==> src/design/lpt_pkg.sv <==
`timescale 1ns / 1ps
`default_nettype none
// ----------------------------------------------------------------------------
// Look-ahead path tracker package
// Shared types, constants and small functions for the tracker modules.
// ----------------------------------------------------------------------------
package lpt_pkg;

	// Path storage geometry.
	localparam int PATH_DEPTH    = 1024;
	localparam int IDX_W         = $clog2(PATH_DEPTH);
	localparam int LEN_W         = IDX_W + 1;
	localparam int SEARCH_WINDOW = 30;

	// Fixed-point constants.
	localparam int PI_Q13     = 25736;
	localparam int TWO_PI_Q13 = 51472;
	localparam int PI_Q16     = 205887;
	localparam int GAIN_P_Q16 = 26214;
	localparam int GAIN_D_Q16 = 655;
	localparam int CORDIC_N   = 17;

	// Configuration register indexes.
	localparam logic [1:0] CFG_LOOKAHEAD = 2'd0;
	localparam logic [1:0] CFG_MAX_SPEED = 2'd1;
	localparam logic [1:0] CFG_GAIN      = 2'd2;

	typedef struct packed {
		logic               action;
		logic               new_path;
		logic signed [31:0] pos_x;
		logic signed [31:0] pos_y;
		logic signed [15:0] heading;
		logic               stop_request;
	} in_item_t;

	typedef struct packed {
		logic signed [15:0] linear_velocity;
		logic signed [15:0] angular_velocity;
		logic               target_found;
		logic [9:0]         target_index;
	} out_item_t;

	// Datapath operations issued by the controller.
	typedef enum logic [4:0] {
		OP_NONE,
		OP_LATCH,
		OP_APPEND,
		OP_NEAR_SETUP,
		OP_READ,
		OP_SQX,
		OP_SQY,
		OP_NEAR_CMP,
		OP_TGT_SETUP,
		OP_TGT_CMP,
		OP_ATAN_INIT,
		OP_NORM,
		OP_ITER,
		OP_ATAN_FIN,
		OP_MUL_LIN,
		OP_MUL_P,
		OP_MUL_D,
		OP_OUT,
		OP_ZERO
	} op_t;

	// Status flags returned to the controller.
	typedef struct packed {
		logic is_tick;
		logic few_points;
		logic stop;
		logic scan_done;
		logic hit;
		logic zero_vec;
		logic norm_done;
		logic iter_last;
	} stat_t;

	typedef enum logic [4:0] {
		S_IDLE,
		S_DISPATCH,
		S_APPEND,
		S_N_SETUP,
		S_N_CHK,
		S_N_RD,
		S_N_SQX,
		S_N_SQY,
		S_N_CMP,
		S_T_SETUP,
		S_T_CHK,
		S_T_RD,
		S_T_SQX,
		S_T_SQY,
		S_T_CMP,
		S_A_INIT,
		S_A_NORM,
		S_A_ITER,
		S_A_FIN,
		S_M_LIN,
		S_M_P,
		S_M_D,
		S_OUT,
		S_ZERO
	} state_t;

	// Arctangent of 2^-i in Q16 radians.
	function automatic logic [16:0] atan_step(input logic [4:0] i);
		logic [16:0] v;
		unique case (i)
			5'd0:    v = 17'd51472;
			5'd1:    v = 17'd30386;
			5'd2:    v = 17'd16055;
			5'd3:    v = 17'd8150;
			5'd4:    v = 17'd4091;
			5'd5:    v = 17'd2047;
			5'd6:    v = 17'd1024;
			5'd7:    v = 17'd512;
			5'd8:    v = 17'd256;
			5'd9:    v = 17'd128;
			5'd10:   v = 17'd64;
			5'd11:   v = 17'd32;
			5'd12:   v = 17'd16;
			5'd13:   v = 17'd8;
			5'd14:   v = 17'd4;
			5'd15:   v = 17'd2;
			5'd16:   v = 17'd1;
			default: v = 17'd0;
		endcase
		return v;
	endfunction

	// Saturate a signed value to 16 bits.
	function automatic logic signed [15:0] sat16(input logic signed [34:0] v);
		logic signed [15:0] r;
		if (v > 35'sd32767) begin
			r = 16'sh7fff;
		end else if (v < -35'sd32768) begin
			r = 16'sh8000;
		end else begin
			r = 16'(v);
		end
		return r;
	endfunction

endpackage
`default_nettype wire

==> src/design/lpt_ctrl.sv <==
`timescale 1ns / 1ps
`default_nettype none
// ----------------------------------------------------------------------------
// Look-ahead path tracker controller
// Sequences appends, the nearest and target scans, the arctangent and the
// command arithmetic by issuing one datapath operation per cycle.
// ----------------------------------------------------------------------------
module lpt_ctrl
	import lpt_pkg::*;
(
	input  wire   clk,
	input  wire   arst_n,
	input  wire   start,
	input  stat_t stat,
	output op_t   op,
	output logic  busy
);

	state_t state_q, state_d;

	// State register.
	always_ff @(posedge clk or negedge arst_n) begin
		if (!arst_n) begin
			state_q <= S_IDLE;
		end else begin
			state_q <= state_d;
		end
	end

	assign busy = (state_q != S_IDLE);

	// Next state and operation.
	always_comb begin
		state_d = state_q;
		op      = OP_NONE;
		unique case (state_q)
			S_IDLE: begin
				if (start) begin
					op      = OP_LATCH;
					state_d = S_DISPATCH;
				end
			end
			S_DISPATCH: state_d = stat.is_tick ? S_N_SETUP : S_APPEND;
			S_APPEND: begin
				op      = OP_APPEND;
				state_d = S_IDLE;
			end
			S_N_SETUP: begin
				op      = OP_NEAR_SETUP;
				state_d = stat.few_points ? S_ZERO : S_N_CHK;
			end
			S_N_CHK: state_d = stat.scan_done ? S_T_SETUP : S_N_RD;
			S_N_RD: begin
				op      = OP_READ;
				state_d = S_N_SQX;
			end
			S_N_SQX: begin
				op      = OP_SQX;
				state_d = S_N_SQY;
			end
			S_N_SQY: begin
				op      = OP_SQY;
				state_d = S_N_CMP;
			end
			S_N_CMP: begin
				op      = OP_NEAR_CMP;
				state_d = S_N_CHK;
			end
			S_T_SETUP: begin
				op      = OP_TGT_SETUP;
				state_d = stat.stop ? S_ZERO : S_T_CHK;
			end
			S_T_CHK: state_d = stat.scan_done ? S_ZERO : S_T_RD;
			S_T_RD: begin
				op      = OP_READ;
				state_d = S_T_SQX;
			end
			S_T_SQX: begin
				op      = OP_SQX;
				state_d = S_T_SQY;
			end
			S_T_SQY: begin
				op      = OP_SQY;
				state_d = S_T_CMP;
			end
			S_T_CMP: begin
				op      = OP_TGT_CMP;
				state_d = stat.hit ? S_A_INIT : S_T_CHK;
			end
			S_A_INIT: begin
				op      = OP_ATAN_INIT;
				state_d = stat.zero_vec ? S_A_FIN : S_A_NORM;
			end
			S_A_NORM: begin
				op      = OP_NORM;
				state_d = stat.norm_done ? S_A_ITER : S_A_NORM;
			end
			S_A_ITER: begin
				op      = OP_ITER;
				state_d = stat.iter_last ? S_A_FIN : S_A_ITER;
			end
			S_A_FIN: begin
				op      = OP_ATAN_FIN;
				state_d = S_M_LIN;
			end
			S_M_LIN: begin
				op      = OP_MUL_LIN;
				state_d = S_M_P;
			end
			S_M_P: begin
				op      = OP_MUL_P;
				state_d = S_M_D;
			end
			S_M_D: begin
				op      = OP_MUL_D;
				state_d = S_OUT;
			end
			S_OUT: begin
				op      = OP_OUT;
				state_d = S_IDLE;
			end
			S_ZERO: begin
				op      = OP_ZERO;
				state_d = S_IDLE;
			end
			default: state_d = S_IDLE;
		endcase
	end

endmodule
`default_nettype wire

==> config.mk <==
export PLATFORM = sky130hd
export DESIGN_NAME = lpt_ctrl
export DESIGN_NICKNAME = d
export VERILOG_FILES = /design/src/design/lpt_pkg.sv /design/src/design/lpt_ctrl.sv
export SDC_FILE = /design/constraint.sdc
export NUM_CORES = 1
export LEC_CHECK = 0
export ABC_AREA = 1
export BUFFER_PORTS_ARGS = -buffer_cell sky130_fd_sc_hd__clkbuf_2
export CORE_UTILIZATION = 51
export CTS_CLUSTER_SIZE = 16
export DETAILED_ROUTE_END_ITERATION = 16
export PLACE_DENSITY = 0.77
export SLEW_MARGIN = 40
export SYNTH_ARGS = -nofsm -noshare
export SYNTH_HDL_FRONTEND = slang
export SYNTH_SLANG_ARGS = --single-unit
==> constraint.sdc <==
create_clock -name clk -period 1.64 [get_ports clk]
set_input_delay 0 -clock clk [delete_from_list [all_inputs] [get_ports clk]]
set_output_delay 0 -clock clk [all_outputs]
set_load 0.01 [all_outputs]
=== After elaboration in Yosys (flattened, before gate mapping) ===
Index checks and enable logic that the tools add are counted.
Widths: inputs -> output; s select.

* Bits in registers: 5
* Input port bits: 11
* Output and inout bits: 6
* Word-level logic and storage cells: 43

* Equality and inequality tests: 24
* Multiplexer cells: 13
* Reduce and logical (&&, ||, !) cells: 5

{| class="wikitable"
|+ Operators with widths
! operator !! count
|-
| $pmux 5 s21 || 1
|-
| $pmux 5 s18 || 1
|-
| $eq 5x4->1 const B || 8
|-
| $eq 5x5->1 const B || 8
|-
| $eq 5x3->1 const B || 4
|-
| $mux 5 || 4
|-
| $eq 5x2->1 const B || 2
|-
| $reduce_or 2->1 || 3
|-
| $eq 5x1->1 const B || 1
|-
| $logic_not 5->1 || 1
|-
| $reduce_bool 5->1 || 1
|-
| $mux 2 || 2
|-
| $mux 4 || 1
|-
| $mux 1 || 3
|-
| $mux 3 || 1
|-
| $ne 2x2->1 const B || 1
|}

=== Longest topological paths before layout ===
* Depth in word-level cells: 3
* Gate-level depth with buffers: 9

=== Least setup slack after synthesis ===
Ideal clock, no wire load.

* Kind: register to register
* Start point: register state_q[3]
* End point: register state_q[0]
* Setup time: 0.113 ns
* Arrival: 1.056 ns
* Data required time: 1.527 ns
* Setup slack: 0.471 ns
* Stages on the path, launching flop included: 9
* Path buffers: 0
* Clock period less this slack: 1.169 ns
* Path through: dfrtp_1 > nand2_1 > clkinv_1 > nand2_1 > nand2_1 > nor2_1 > nand3_1 > nand2_1 > inv_1

* Longest elaborated chain between the ends: 2
* Elaborated cells between the ends (all ways): 23

{| class="wikitable"
|+ Ends and longest elaborated chain
! what !! line !! RTL
|-
| start: declaration || lpt_ctrl.sv:19 || <nowiki>state_t state_q, state_d;</nowiki>
|-
| start signal: assignment || lpt_ctrl.sv:26 || <nowiki>state_q <= state_d;</nowiki>
|-
| $eq 5x5->1, or another cell as far along || lpt_ctrl.sv:36 || <nowiki>unique case (state_q)</nowiki>
|-
| $pmux 5 s21 / $ne 2x2->1 (equally long branches) || - ||
|}

Several ways; a longest one is shown, not always the timed one.
A chain may end at the register's enable or synchronous reset.

=== Worst setup path after layout ===
* Start point: register state_q[1]
* End point: output port op[0]

* Longest elaborated chain between the ends: 3
* Elaborated cells between the ends (all ways): 25

{| class="wikitable"
|+ Ends and longest elaborated chain
! what !! line !! RTL
|-
| $eq 5x4->1 / $eq 5x3->1 (equally long branches) || lpt_ctrl.sv:36 ||
|-
| $reduce_or 2->1 (no line) || - ||
|-
| $pmux 5 s18 * || lpt_ctrl.sv:36 ||
|-
| end: declaration || lpt_ctrl.sv:15 || <nowiki>output op_t op,</nowiki>
|}

Every way passes the cells marked *; elsewhere a longest branch is shown, timed or not.

==> impl_metrics.csv <==
group,metric,value,unit
run_status,outcome,"finished with violations",
run_status,violations,"negative hold slack",
routing,drt-pass1-iter-count,4,
clock_network,clk_path_buf_depth,2,
floorplan,start_util,58.3,%
setup_path,cp_num_buf_inv,2,
floorplan,std_cell_rows,12,
grt,grt_first_pass_wirelength,3.17,mm
flow_run,maxCapViolations,0,
pwr,p_per_area,1730,nW/um^2
floorplan,die_area,1490,sq um
routing,routedWlPerCell,13.0,um
setup_path,critPathMaxStageDelay,450,ps
floorplan,die_w,38.6,um
timing,fin_crit,1590,ps
finish,mostFrequentLayoutCell,"nand2_1",
synth,synth_seq_area_share,18.3,%
synth,syn-num-nets,133,
setup_path,cp_slowest_cell,"dfrtp_2",
setup_path,critPathKind,"flop to output pin",
synth,synth_seq_cells,5,
placement,post-place-ws,217,ps
timing,fmax,629,MHz
timing,period_share,97.0,%
floorplan,core,1170,sq um
timing,hold_viol,1,
clock_network,cts_tree,"built",
hold_path,hold_path.class,"input port to flop",
synth,synth_cell_types,17,
finish,num_antenna_cells,0,
synth,yosysWarnings,0,
finish,layout.nets,157,
routing,ant_nets,0,
grt,busiest_layer,"met2",
grt,grt_use_met2,45.4,%
finish,fin_cells,159,
finish,drive_gt1_share,30.3,%
timing,setup_viol,0,
routing,vias,908,
setup_path,path_common_cell,"nand2_1",
finish,top_register,"state_q",
clock_network,htreeDepth,1,
placement,dp.cells,151,
setup_path,worstPathCellList,"inv_2 -> nand2_1 -> nor2_4 -> nand2_1 -> nand2_2 -> nor2_1 -> o2111ai_1 -> buf_2",
routing,drcViolationCount,0,
timing,slew_violations,0,
timing,fin_ws,49.7,ps
grt,grt.met3_usage,3.47,%
timing,setup_tns,0,ps
setup_path,critPathCaptureType,"output pin",
setup_path,worstPathMaxFanout,7,
finish,synthToLayoutAreaGrowth,24.9,%
setup_path,start_kind,"flop",
placement,gp_congestion,0.857,
setup_path,cp_top_family,"simple AND/OR/NAND/NOR gates",
clock_network,cts_root_buffer,"clkbuf_4",
synth,postSynthAreaPerCell,5.60,sq um
floorplan,die_h,38.6,um
floorplan,ioPinCount,17,
routing,first_iter_violations,42,
grt,antenna_found_initial,0,
grt,grt_overflow,0,
routing,wirelength,2.07,mm
clock_network,cts.sinks,5,
synth,synth_cells,122,
grt,track_usage,30.9,%
timing,skew,18.0,ps
clock_network,numCtsBuffers,3,
placement,numPortBuffers,16,
pwr,vdd_ir_drop_max,1.25,mV
timing,whs,-2.67,ps
timing,max_slew.worst_pin.slew,367,ps
grt,grt_use_met1,43.8,%
clock_network,clk_pin_slew_worst_paths,60,ps
finish,final_cell_mix,"31 x nand2_1, 15 x clkbuf_2, 14 x nor2_1, 14 x nand3_1, 13 x inv_1",
finish,largest_register_ffs,5,
timing,relSlewSlack,75.4,%
synth,synth_area,683,sq um
routing,avgViaCountPerCell,5.71,
synth,synth.area.top_cells,"nand2_1 19%, dfrtp_1 18%, nand3_1 10%",
synth,yosys.area.top_type_share,18.7,%
grt,grt_pass1_vias,748,
clock_network,clk_latency,270,ps
placement,hpwl,1.53,mm
pwr,p_leak,0.470,nW
finish,reg_top3,"state_q: 5 flops",
synth,synth_top_area_cell,"nand2_1",
setup_path,critPathArrivalTime,1590,ps
grt,grt_max_degree,11,
setup_path,worstPathRequired,1640,ps
[layout make-up]
cell class | instances | area, sq um
inverter | 20 | 75.1
fill | 100 | 318
timing repair buffer | 20 | 118
clock buffer | 4 | 26.3
tap | 14 | 17.5
sequential | 5 | 130
multi-input combinational | 96 | 487
[cells in the mapped netlist]
cell type / n
a21oi_1: 3
buf_6: 1
clkinv_1: 1
dfrtp_1: 5
inv_1: 13
inv_2: 6
nand2_1: 34
nand2_2: 3
nand3_1: 14
nand4_1: 5
nor2_1: 15
nor2_2: 3
nor2_4: 4
nor3_1: 4
o2111ai_1: 3
o21ai_0: 6
o22ai_1: 2
[final timing paths]
path,slack (ps),start,depth (start not counted),endpoint
setup / recovery,50,state_q[1],8,op[0]
hold / removal,-3,stat[3],3,state_q[2]
setup reg to reg,210,state_q[2],9,state_q[0]
hold reg to reg,730,state_q[3],3,state_q[1]
max in group asynchronous,1380,arst_n,2,state_q[4]
min in group asynchronous,80,arst_n,2,state_q[1]
[layer usage]
metal	share of wire [%]	vias to the layer above
li1	-	449
met4	2.8	0
met5	0	-
met1	45	415
met2	47	35
met3	5.4	9
[worst register-to-register path, delay by kind of cell (launching register included)]
family                 cells  cell delay (ps)
AND/OR/NAND/NOR            7              700
flip-flops                 1              450
buffers and inverters      2              190
[report_power, final]
group | total (mW) | leakage [nW] | internal (mW) | switching [mW]
Sequential | 0.290 | 0.0586 | 0.183 | 0.107
Clock | 0.163 | 0.0150 | 0.0932 | 0.0700
Combinational | 1.02 | 0.397 | 0.356 | 0.663
[timing repair]
| action | CTS | global route |
|---|---|---|
| endpoints found under the hold margin | 7 | 0 |
| setup buffers | 0 | 1 |
| gates resized for setup | 1 | 9 |
| hold buffers | 3 | 0 |
| pin swaps | 0 | 1 |
| setup endpoints to repair | 1 | 4 |
| gates cloned | 0 | 0 |
[kinds of logic (layout without fill, tap and decap cells)]
family | Yosys count | in the layout | synth area share (%)
buf+inv | 21 | 44 | 12.6
simple gates | 82 | 82 | 56.8
compound gates | 14 | 14 | 12.3
flops | 5 | 5 | 18.3
[through the flow]
stage                     power, mW  hold WS (ps)  util, %  instance area, sq um
after floorplan               0.960          -296        -                   683
after global placement         1.22          -180     65.7                   769
after detailed placement       1.22          -176     65.7                   769
after CTS                      1.39          8.24     70.6                   827
after global routing           1.57          13.3     72.9                   853
final                          1.47         -2.67     72.9                   853
Power figures use the tool's default switching activity.
